$ cat config.mk
export PLATFORM = sky130hd
export DESIGN_NAME = gtg_ctrl
export DESIGN_NICKNAME = d
export VERILOG_FILES = /design/src/gtg_pkg.sv /design/src/gtg_ctrl.sv
export SDC_FILE = /design/constraint.sdc
export NUM_CORES = 1
export LEC_CHECK = 0
export BUFFER_PORTS_ARGS = -buffer_cell sky130_fd_sc_hd__buf_2
export CAP_MARGIN = 25
export CORE_AREA = 4 4 41 43
export CTS_CLUSTER_DIAMETER = 120
export DETAILED_ROUTE_END_ITERATION = 12
export DIE_AREA = 0 0 45 47
export PLACE_DENSITY = 0.79
export SLEW_MARGIN = 5
export SYNTH_ARGS = -nofsm -noshare
export SYNTH_HDL_FRONTEND = slang
export SYNTH_SLANG_ARGS = --single-unit
export TNS_END_PERCENT = 30
$ cat constraint.sdc
create_clock -name clock -period 2.9 [get_ports clock]
set_input_delay 0.29 -clock clock [delete_from_list [all_inputs] [get_ports clock]]
set_output_delay 0.29 -clock clock [all_outputs]
set_load 0.01 [all_outputs]
$ cat src/gtg_pkg.sv
package gtg_pkg;

   localparam int CORDIC_ITERATIONS = 16;

   // fixed widths of the word fields
   localparam int POS_W   = 32;
   localparam int QUAT_W  = 16;
   localparam int SPEED_W = 16;
   localparam int DIFF_W  = POS_W + 1;
   localparam int QACC_W  = 35;
   localparam int ANG_W   = 32;
   localparam int CORDIC_W = 46;
   localparam int CORDIC_IN_W = 35;
   localparam int ATAN_DEPTH = 24;
   localparam int ATAN_IDX_W = 5;
   localparam int PROD_W  = 48;
   localparam int CSR_W   = 31;
   localparam int CSR_IDX_W = 2;

   localparam logic [CSR_IDX_W-1:0] REG_DIST_THRESHOLD = 2'd0;
   localparam logic [CSR_IDX_W-1:0] REG_YAW_THRESHOLD  = 2'd1;
   localparam logic [CSR_IDX_W-1:0] REG_CRUISE_SPEED   = 2'd2;
   localparam logic [CSR_IDX_W-1:0] REG_TURN_GAIN      = 2'd3;

   localparam logic signed [ANG_W-1:0] ANG_PI = 32'sd843314857;
   localparam logic signed [ANG_W:0] ANG_TWO_PI = 33'sd1686629714;
   localparam logic signed [CORDIC_W-1:0] NORM_LIMIT = 46'sd1 <<< 40;
   localparam logic signed [PROD_W-1:0] TURN_ROUND = 48'sd1 <<< 27;
   localparam logic signed [19:0] TURN_MIN = -20'sd2048;
   localparam logic signed [19:0] TURN_MAX = 20'sd4096;

   localparam logic signed [ANG_W-1:0] ATAN_TABLE [ATAN_DEPTH] = '{
      32'sd210828714, 32'sd124459457, 32'sd65760959, 32'sd33381290, 32'sd16755422,
      32'sd8385879, 32'sd4193963, 32'sd2097109, 32'sd1048571, 32'sd524287,
      32'sd262144, 32'sd131072, 32'sd65536, 32'sd32768, 32'sd16384, 32'sd8192,
      32'sd4096, 32'sd2048, 32'sd1024, 32'sd512, 32'sd256, 32'sd128, 32'sd64, 32'sd32
   };

   typedef enum logic [4:0] {
      OP_NONE, OP_LOAD, OP_DIFF, OP_SQ_X, OP_SQ_Y, OP_SQ_THR, OP_ARRIVE, OP_QUAT,
      OP_YAW_START, OP_THETA_ZERO, OP_SAVE_THETA, OP_BEAR_START, OP_SAVE_BEAR,
      OP_MUL, OP_UPDATE, OP_OUT
   } dp_op_type;

   typedef enum logic [3:0] {
      S_IDLE, S_DIFF, S_SQ_X, S_SQ_Y, S_SQ_THR, S_CMP, S_QUAT, S_GIMBAL,
      S_YAW_WAIT, S_BEAR_START, S_BEAR_WAIT, S_MUL, S_UPDATE, S_OUT
   } ctrl_state_type;

   typedef enum logic [1:0] {C_IDLE, C_NORM, C_ROT, C_DONE} cordic_state_type;

   typedef struct packed {
      logic active;
      logic far;
      logic quat_last;
      logic gimbal;
      logic cordic_done;
      logic rsp_free;
   } dp_status_type;

endpackage

$ cat src/gtg_ctrl.sv
module gtg_ctrl (
   input  logic                   clock,
   input  logic                   reset,
   input  logic                   req_valid,
   output logic                   req_ready,
   input  gtg_pkg::dp_status_type status,
   output gtg_pkg::dp_op_type     op
);
   import gtg_pkg::*;

   ctrl_state_type state_ff, state_in;

   always_ff @(posedge clock) begin
      if (reset) begin
         state_ff <= S_IDLE;
      end else begin
         state_ff <= state_in;
      end
   end

   always_comb begin
      state_in  = state_ff;
      op        = OP_NONE;
      req_ready = 1'b0;
      unique case (state_ff)
         S_IDLE: begin
            // no word is taken while reset is held
            req_ready = !reset;
            if (req_valid && !reset) begin
               op       = OP_LOAD;
               state_in = S_DIFF;
            end
         end
         S_DIFF: begin
            op       = OP_DIFF;
            state_in = status.active ? S_SQ_X : S_OUT;
         end
         S_SQ_X: begin
            op       = OP_SQ_X;
            state_in = S_SQ_Y;
         end
         S_SQ_Y: begin
            op       = OP_SQ_Y;
            state_in = S_SQ_THR;
         end
         S_SQ_THR: begin
            op       = OP_SQ_THR;
            state_in = S_CMP;
         end
         S_CMP: begin
            if (status.far) begin
               state_in = S_QUAT;
            end else begin
               op       = OP_ARRIVE;
               state_in = S_OUT;
            end
         end
         S_QUAT: begin
            op = OP_QUAT;
            if (status.quat_last) begin
               state_in = S_GIMBAL;
            end
         end
         S_GIMBAL: begin
            if (status.gimbal) begin
               op       = OP_THETA_ZERO;
               state_in = S_BEAR_START;
            end else begin
               op       = OP_YAW_START;
               state_in = S_YAW_WAIT;
            end
         end
         S_YAW_WAIT: begin
            if (status.cordic_done) begin
               op       = OP_SAVE_THETA;
               state_in = S_BEAR_START;
            end
         end
         S_BEAR_START: begin
            op       = OP_BEAR_START;
            state_in = S_BEAR_WAIT;
         end
         S_BEAR_WAIT: begin
            if (status.cordic_done) begin
               op       = OP_SAVE_BEAR;
               state_in = S_MUL;
            end
         end
         S_MUL: begin
            op       = OP_MUL;
            state_in = S_UPDATE;
         end
         S_UPDATE: begin
            op       = OP_UPDATE;
            state_in = S_OUT;
         end
         S_OUT: begin
            if (status.rsp_free) begin
               op       = OP_OUT;
               state_in = S_IDLE;
            end
         end
         default: state_in = S_IDLE;
      endcase
   end
endmodule

==> flow_summary.toml, run 1 <==
[outcome]
status = "complete, no violations"

[run]
max_cap_violations = 0

[power_and_ir_drop]
p_sw_uw = 307.4
combPwrFrac = 0.563
swShare = 0.4919
powerDensity_nw_per_um2 = 1032
power.internal_uw = 317.5
p_leak_nw = 0.2424
ir_worst_vdd_mv = 0.6240
power_frac_clock = 0.110
p_seq_frac = 0.327

[drt]
via_per_inst = 5.918
first_pass_iters = 4
drt_iter0_drc = 19
wl_per_cell_um = 12.49
drc_errors = 0
wirelength_mm = 1.224
route.vias.total = 580
antenna_left = 0

[timing]
maxSlewViolCount = 0
finalSetupTns_ns = 0
hold_viol_final = 0
fmax_mhz = 454.1
finalCritPeriodShare = 0.7593
rsz0062_at_grt = "false"
tightest_slew_ns = 0.6984
fin_crit_ns = 2.202
maxSlewHeadroom = 0.5337
fin_ws_ns = 0.6981
holdWs_ns = 0.3280
skew_ns = 0.006094
setup_viol_count_final = 0

[logic_synthesis]
ys_ff_latch = 4
synth_warnings = 0
synth_nets = 85
synth.distinct_cells = 37
synthCells = 76
syn_area_um2 = 570.5
synth_area_per_cell_um2 = 7.507
ys_seq_area_frac = 0.1404

[critical_path]
slowest_stage = "dfxtp_1"
path_cells = "nand2_1 > o22ai_1 > nor3b_1 > or3_1 > buf_2"
r2r_start = "state_ff[2]$_SDFFE_PP0P_"
worst-path-max-fanout = 20
critPathArrivalTime_ns = 1.91
end_kind = "output port"
cp-start-kind = "flop"
crit_type = "flop to output port"
cp-startpoint = "state_ff[0]$_SDFFE_PP0P_"
required_ns = 2.61
max_stage_delay_ns = 0.76

[hold_path]
worst_hold_path_type = "input pin to flop"
worstHoldStart = "reset"

[global_routing]
antenna_found_initial = 0
grt_pass1_vias = 457
grt_pass1_wl_mm = 1.952
grt_max_degree = 23
grt.overflow.total = 0
grt.total_usage = 0.1238

[floorplan]
die_y_um = 47
ios = 15
placementRows = 13
die_w_um = 45
initial_utilization = 0.4385
core-area_um2 = 1301
die-area_um2 = 2115

[clock_network]
clockBufferDepth = 2
post-cts-setup-buffers = 0
ctsResizeCount = 0
clk_pin_slew_worst_paths_ns = 0.04
cts.sinks = 4
h-tree-depth = 1
clk_latency_ns = 0.23
cts_buffers = 3
cts-root-buf = "clkbuf_4"
postCtsHoldBufs = 0
cts_tree = "done"

[final_layout]
layout-area-overhead-vs-synth_pct = 6.140
drive_gt1_frac = 0.2530
final_cell_mix = "buf_2 (13), nor2_1 (8), nand2_1 (5), a21oi_1 (5)"
finalInstanceArea_um2 = 605.6
fin_util = 0.4654
largest_reg_flops = 4
final_common_cell = "buf_2"
regMostFlops = "state_ff"
finalNetCount = 94
antennaDiodeCount = 0
reg_top3 = "state_ff: 4 flops"

[place]
dp_worst_setup_slack_ns = 0.9434
post_dp_cell_area_um2 = 583.1
dpl.hpwl_um = 899.2
port-buffer-count = 13
place_congestion = 0.8136
## power groups by stage
stage          logic, mW  registers, mW  clock network [mW]
3_5_place_dp       0.352          0.205                   0
4_1_cts            0.355          0.203              0.0718
6_report           0.352          0.205              0.0687
5_1_grt            0.394          0.219              0.0787
2_1_floorplan      0.425         0.0915                   0
3_3_place_gp       0.350          0.202                   0
## critical path, delay by kind of cell (launching register included)
kind	cells	cell delay, ns
flip-flops	1	0.76
AND/OR/NAND/NOR	3	0.59
AO/OA/AOI/OAI	1	0.18
buffers and inverters	1	0.14
## metrics by stage
stage | power, mW | instances
final | 0.6249 | 98
after global routing | 0.6915 | 98
after CTS | 0.6289 | 98
after detailed placement | 0.5571 | 95
after global placement | 0.5518 | 95
after floorplan | 0.5165 | 76
## path summary, 6_finish.rpt
kind / to / slack [ns] / depth (start not counted)
min reg2reg: state_ff[1]$_SDFFE_PP0P_ / 0.85 / 2
max: op[1] / 0.70 / 5
max reg2reg: state_ff[3]$_SDFFE_PP0P_ / 1.08 / 4
min: state_ff[3]$_SDFFE_PP0P_ / 0.33 / 2
## synth_stat cells
library cell / count / share of area
a2111oi_2: 1 / 0.026
a21oi_1: 5 / 0.044
a221o_1: 3 / 0.053
a32o_1: 1 / 0.018
and3_1: 1 / 0.011
and3b_1: 1 / 0.015
buf_2: 3 / 0.026
buf_4: 3 / 0.039
buf_6: 3 / 0.059
conb_1: 1 / 0.0066
dfxtp_1: 4 / 0.14
inv_1: 2 / 0.013
mux2_2: 1 / 0.020
nand2_1: 5 / 0.033
nand2b_1: 2 / 0.022
nand3_1: 2 / 0.018
nand3b_1: 2 / 0.026
nand4b_1: 1 / 0.015
nor2_1: 8 / 0.053
nor2_8: 1 / 0.035
nor2b_1: 3 / 0.033
nor3_1: 4 / 0.035
nor3b_1: 1 / 0.013
nor3b_2: 2 / 0.044
nor4_1: 1 / 0.011
o211a_1: 1 / 0.018
o211ai_1: 1 / 0.013
o21ai_0: 4 / 0.035
o21bai_1: 1 / 0.013
o22ai_1: 1 / 0.011
o311a_1: 1 / 0.018
o311ai_0: 1 / 0.015
o31a_1: 1 / 0.015
o31ai_1: 1 / 0.013
or3_1: 1 / 0.011
or3b_1: 1 / 0.015
or4_1: 1 / 0.013
## cell families after synthesis
group,synth area share
other,0.006573
muxes,0.01974
DFF,0.1404
AOI/OAI and AO/OA,0.2917
buffers and inverters,0.1381
and+or+nand+nor,0.4035
## routing by layer
| metal | vias to the layer above | part of all wire | GRT usage |
|---|---|---|---|
| li1 | 300 | - | - |
| met1 | 264 | 0.44 | 0.1697 |
| met2 | 16 | 0.49 | 0.1836 |
| met3 | 0 | 0.075 | 0.04215 |
| met4 | 0 | 0 | 0.03509 |
| met5 | - | 0 | 0 |
## area by class of cell
class | count | area [um^2]
well taps | 15 | 18.77
clock buffers | 3 | 22.52
inverters | 2 | 7.507
repair buffers | 13 | 65.06
fillers | 150 | 695.7
multi-input cells | 61 | 411.6
flip-flops and latches | 4 | 80.08
No activity file was read; power rests on OpenSTA's default activity.
==> run 2, diff against run 1 <==
--- a/config.mk
+++ b/config.mk
@@ -5,13 +5,14 @@
 export SDC_FILE = /design/constraint.sdc
 export NUM_CORES = 1
 export LEC_CHECK = 0
+export ABC_AREA = 1
 export BUFFER_PORTS_ARGS = -buffer_cell sky130_fd_sc_hd__buf_2
 export CAP_MARGIN = 25
 export CORE_AREA = 4 4 41 43
 export CTS_CLUSTER_DIAMETER = 120
 export DETAILED_ROUTE_END_ITERATION = 12
 export DIE_AREA = 0 0 45 47
-export PLACE_DENSITY = 0.79
+export PLACE_DENSITY = 0.75
 export SLEW_MARGIN = 5
 export SYNTH_ARGS = -nofsm -noshare
 export SYNTH_HDL_FRONTEND = slang
==> constraint.sdc (replaced) <==
create_clock -name clock -period 1.9 [get_ports clock]
set_input_delay 0.19 -clock clock [delete_from_list [all_inputs] [get_ports clock]]
set_output_delay 0.19 -clock clock [all_outputs]
set_load 0.01 [all_outputs]
==> run 2 against run 1 <==
Net effect:
- non-clock buffer count unchanged
- combinational power up 23%
- largest power group unchanged
- synthesized cell count up 25%
- critical endpoint is now op[0]
- hold slack worse by 0.12 ns
==> flow_summary.toml, run 2 <==
[critical_path]
critPathArrivalTime_ns = 1.60
cp-startpoint = "state_ff[1]$_SDFFE_PP0P_"
r2r_start = "state_ff[3]$_SDFFE_PP0P_"
crit_type = "flop to output port"
worst-path-max-fanout = 6
r2r_slack_ns = 0.55
max_stage_delay_ns = 0.38
end_kind = "output port"
rr_worst_depth = 7
endpoint = "op[0]"
path_cells = "nor2_1 > inv_1 > nor3_1 > nand2_1 > nand4_1 > buf_2"
required_ns = 1.71
slowest_stage = "dfxtp_1"
timing.rr.end = "state_ff[3]$_SDFFE_PP0P_"
cp-start-kind = "flop"

[final_layout]
regMostFlops = "state_ff"
largest_reg_flops = 4
reg_top3 = "state_ff: 4 flops"
layoutNonFillerInstCount = 125
antennaDiodeCount = 0
finalNetCount = 121
final.fill_count = 147
drive_gt1_frac = 0.2545
final_common_cell = "nand2_1"
layout-area-overhead-vs-synth_pct = 20.00
final_cell_mix = "nand2_1 (27), nor2_1 (13), inv_1 (13), buf_2 (13), nand3_1 (9)"

[timing]
fin_ws_ns = 0.1131
hold_viol_final = 0
setup_viol_count_final = 0
rsz0062_at_grt = "false"
finalCritPeriodShare = 0.9405
fmax_mhz = 559.6
maxSlewViolCount = 0
skew_ns = 0.0008412
finalSetupTns_ns = 0
fin_crit_ns = 1.787

[logic_synthesis]
post-synth-top-area-cell = "nand2_1"
synth_edf_count = 0
synth_area_leaders = "nand2_1 (21%), dfxtp_1 (16%), inv_1 (9.9%)"
synth.distinct_cells = 18
synth.most_common_cell = "nand2_1"
syn_area_um2 = 494.2
synth_top_area_frac = 0.2051
ys_ff_latch = 4
ys.flop_type = "dfxtp_1"
synth_warnings = 0
async_flop_share = 0
synth_nets = 104
synthCells = 95
synthTopCellsByCount = "nand2_1 (27), inv_1 (13), nor2_1 (13), nand3_1 (9), a21oi_1 (7)"
synth_area_per_cell_um2 = 5.202
ys_seq_area_frac = 0.1620

[drt]
via_per_inst = 5.144
wirelength_mm = 1.397
wl_per_cell_um = 11.18
drc_errors = 0
route.vias.total = 643
first_pass_iters = 4
antenna_left = 0
drt_iter0_drc = 38

[clock_network]
post-cts-setup-buffers = 0
clk_pin_slew_worst_paths_ns = 0.04
clockBufferDepth = 2
postCtsHoldBufs = 0
clk_latency_ns = 0.23
cts.sinks = 4
cts_buffers = 3
ctsResizeCount = 0
cts-root-buf = "clkbuf_4"
h-tree-depth = 1
cts_tree = "done"

[place]
dpl.hpwl_mm = 1.188
place_congestion = 0.8891
dp_worst_setup_slack_ns = 0.3917
placedCellCount = 122
port-buffer-count = 13

[power_and_ir_drop]
powerDensity_nw_per_um2 = 1163
p_leak_nw = 0.3479
ir_worst_vdd_mv = 0.4536

[floorplan]
die-area_um2 = 2115
die_w_um = 45
die_y_um = 47
initial_utilization = 0.3798
ios = 15
core-area_um2 = 1301
placementRows = 13

[outcome]
status = "complete, no violations"

[hold_path]
worst_hold_path_type = "input pin to flop"

[global_routing]
antenna_found_initial = 0
grt_pass1_wl_mm = 2.318
grt.total_usage = 0.1515
grt_pass1_vias = 577
grt_max_degree = 7
grt.overflow.total = 0

[run]
max_cap_violations = 0
## run 2: cell count changes after synthesis, sizes merged, moves of 7 or more
cell,change
inv,+16
nand2,+24
buf,-8
nand3,+7
nor2,+9
## run 2: per-layer routing
metal / part of all wire / up-vias / wire (um) / track usage
met5: 0 / - / 0 / 0
met4: 0.016 / 0 / 23 / 0.1053
met3: 0.065 / 4 / 91 / 0.01533
met2: 0.53 / 32 / 740 / 0.2712
met1: 0.39 / 278 / 542 / 0.1678
li1: - / 329 / - / -
## run 2: per-stage QoR
step	util	instance area, um^2	hold WS (ns)	total power [mW]
global route	0.4558	593.1	0.2223	0.7608
floorplan	-	494.2	0.2591	0.4621
global placement	0.4385	570.5	0.4356	0.5806
CTS	0.4558	593.1	0.2029	0.6935
finish	0.4558	593.1	0.2058	0.6895
detailed placement	0.4385	570.5	0.4517	0.5855
## run 2: worst min path at each step
stage,start,end,slack [ns],cells past startpoint
3_5_place_dp,reset,state_ff[0]$_SDFFE_PP0P_,0.45,2
5_1_grt,reset,state_ff[3]$_SDFFE_PP0P_,0.22,2
6_report,reset,state_ff[0]$_SDFFE_PP0P_,0.21,2
4_1_cts,reset,state_ff[0]$_SDFFE_PP0P_,0.20,2
2_1_floorplan,reset,state_ff[0]$_SDFFE_PP0P_,0.26,1
3_3_place_gp,reset,state_ff[0]$_SDFFE_PP0P_,0.44,2
## run 2: critical path: cells and delay by family (launching register included)
| family | cells | cell delay, ns |
|---|---|---|
| AND/OR/NAND/NOR | 4 | 0.73 |
| flip-flops | 1 | 0.38 |
| buffers and inverters | 2 | 0.25 |
## run 2: logic make-up (layout without fill, tap and decap cells)
family,count (synthesis),in the layout,share of synthesized area
simple gates,60,60,0.5494
flops,4,4,0.1620
other cells,1,1,0.007588
compound gates,11,11,0.1291
buf+inv,19,34,0.1519
## run 2: cell type report
type                    count  area (um^2)  share of cell area
multi-input cells          72        339.1              0.5717
well taps                  15        18.77             0.03165
clock buffers               3        22.52             0.03797
repair buffers             13        65.06              0.1097
flip-flops and latches      4        80.08              0.1350
inverters                  18        67.56              0.1139
## run 2: where the power goes
group          switching, mW  internal, mW
logic                  0.278         0.155
clock network         0.0319        0.0705
registers             0.0456         0.108
total                  0.355         0.334
==> run 3, diff against run 2 <==
--- a/config.mk
+++ b/config.mk
@@ -9,10 +9,11 @@
 export BUFFER_PORTS_ARGS = -buffer_cell sky130_fd_sc_hd__buf_2
 export CAP_MARGIN = 25
 export CORE_AREA = 4 4 41 43
+export CTS_BUF_LIST = sky130_fd_sc_hd__clkbuf_16
 export CTS_CLUSTER_DIAMETER = 120
 export DETAILED_ROUTE_END_ITERATION = 12
 export DIE_AREA = 0 0 45 47
-export PLACE_DENSITY = 0.75
+export MAX_ROUTING_LAYER = met4
 export SLEW_MARGIN = 5
 export SYNTH_ARGS = -nofsm -noshare
 export SYNTH_HDL_FRONTEND = slang
==> run 3 against run 2 <==
Net effect:
- worst setup slack improved by 0.075 ns
- via count up 0.31%
- largest cell class unchanged
- sequential share of layout area is 1.1 points lower
- core utilization increased by 4.0 points
==> flow_summary.toml, run 3 (synthesized netlist as in run 2, its figures left out) <==
[critical_path]
critPathArrivalTime_ns = 1.52
required_ns = 1.71
cp-start-kind = "flop"
worst-path-max-fanout = 6
crit_type = "flop to output port"
cp_top_family = "simple AND/OR/NAND/NOR gates"
end_kind = "output port"
max_stage_delay_ns = 0.38
slowest_stage = "dfxtp_1"
path_cells = "nor2_1 > inv_1 > nor3_1 > nand2_1 > nand4_1 > buf_2"
worst-path-buf-inv = 2

[final_layout]
largest_reg_flops = 4
drive_gt1_frac = 0.2545
final_cell_mix = "nand2_1 (27), nor2_1 (13), inv_1 (13), buf_2 (13), nand3_1 (9)"
final_common_cell = "nand2_1"
layout-area-overhead-vs-synth_pct = 30.63
layoutNonFillerInstCount = 125
antennaDiodeCount = 0
finalNetCount = 121
reg_top3 = "state_ff: 4 flops"
fin_util = 0.4962
regMostFlops = "state_ff"

[floorplan]
ios = 15
core-area_um2 = 1301
die_w_um = 45
die_y_um = 47
die-area_um2 = 2115
initial_utilization = 0.3798
placementRows = 13

[drt]
wl_per_cell_um = 11.56
wl_met2_um = 707
via_per_inst = 5.160
met3WireLength_um = 137
top_layer = "met4"
first_pass_iters = 4
antenna_left = 0
route.vias.total = 645
wirelength_mm = 1.445
drt_iter0_drc = 33
drc_errors = 0
wl_met1_um = 578

[timing]
setup_viol_count_final = 0
finalSetupTns_ns = 0
rsz0062_at_grt = "false"
fmax_mhz = 584.3
hold_viol_final = 0
finalCritPeriodShare = 0.9008
fin_crit_ns = 1.711
skew_ns = 0.001954
maxSlewViolCount = 0

[clock_network]
ctsResizeCount = 0
post-cts-setup-buffers = 0
clk_pin_slew_worst_paths_ns = 0.03
cts_buffers = 3
cts-root-buf = "clkbuf_16"
cts_tree = "done"
h-tree-depth = 1
clk_latency_ns = 0.23
cts.sinks = 4
clockBufferDepth = 2
postCtsHoldBufs = 0

[run]
max_cap_violations = 0

[power_and_ir_drop]
powerDensity_nw_per_um2 = 1419
p_leak_nw = 0.3711
p_seq_frac = 0.169
combPwrFrac = 0.469
p_sw_uw = 383.1
swShare = 0.4182
power.internal_uw = 533.0
ir_worst_vdd_mv = 0.8512
power_frac_clock = 0.362

[outcome]
status = "complete, no violations"

[place]
port-buffer-count = 13
place_congestion = 0.9231
dpl.hpwl_mm = 1.167
placedCellCount = 122

[hold_path]
worst_hold_path_type = "input pin to flop"

[global_routing]
grt.total_usage = 0.1629
antenna_found_initial = 0
grt_pass1_vias = 558
grt.overflow.total = 0
grt_max_degree = 7
grt_pass1_wl_mm = 2.311
-- run 3: cell counts in the layout (fill, tap and decap cells not counted) --
No cell type changed its count.
-- run 3: per-stage QoR --
| step | power [mW] | setup slack [ns] | instance area (um^2) | hold slack (ns) |
|---|---|---|---|---|
| after floorplan | 0.4621 | 0.5054 | 494.2 | 0.2591 |
| after global placement | 0.5892 | 0.3994 | 570.5 | 0.4444 |
| after detailed placement | 0.5877 | 0.4107 | 570.5 | 0.4330 |
| after CTS | 0.9277 | 0.1659 | 645.6 | 0.1947 |
| after global routing | 0.9965 | 0.06526 | 645.6 | 0.2153 |
| final | 0.9161 | 0.1885 | 645.6 | 0.2023 |
-- run 3: power groups by stage --
stage | clock, mW | combinational [mW] | sequential [mW]
2_1_floorplan | 0 | 0.316 | 0.146
3_3_place_gp | 0 | 0.436 | 0.153
3_5_place_dp | 0 | 0.434 | 0.154
4_1_cts | 0.340 | 0.435 | 0.152
5_1_grt | 0.348 | 0.491 | 0.158
6_report | 0.331 | 0.430 | 0.155
-- run 3: path summary, 6_finish.rpt --
path,depth (start not counted),start,slack (ns),endpoint
max,6,state_ff[3]$_SDFFE_PP0P_,0.19,op[0]
max reg2reg,6,state_ff[3]$_SDFFE_PP0P_,0.51,state_ff[2]$_SDFFE_PP0P_
min reg2reg,2,state_ff[3]$_SDFFE_PP0P_,0.63,state_ff[3]$_SDFFE_PP0P_
min,2,reset,0.20,state_ff[0]$_SDFFE_PP0P_
-- run 3: metal layers --
| metal | track usage | up-vias |
|---|---|---|
| met1 | 0.1742 | 275 |
| met3 | 0.03831 | 2 |
| li1 | - | 333 |
| met4 | 0.1053 | 0 |
| met5 | - | - |
| met2 | 0.2684 | 35 |
-- run 3: final cells by class --
cell class	count	area [um^2]
Fill cell	160	655.6
Multi-Input combinational cell	72	339.1
Sequential cell	4	80.08
Clock buffer	3	75.07
Inverter	18	67.56
Timing Repair Buffer	13	65.06
Tap cell	15	18.77
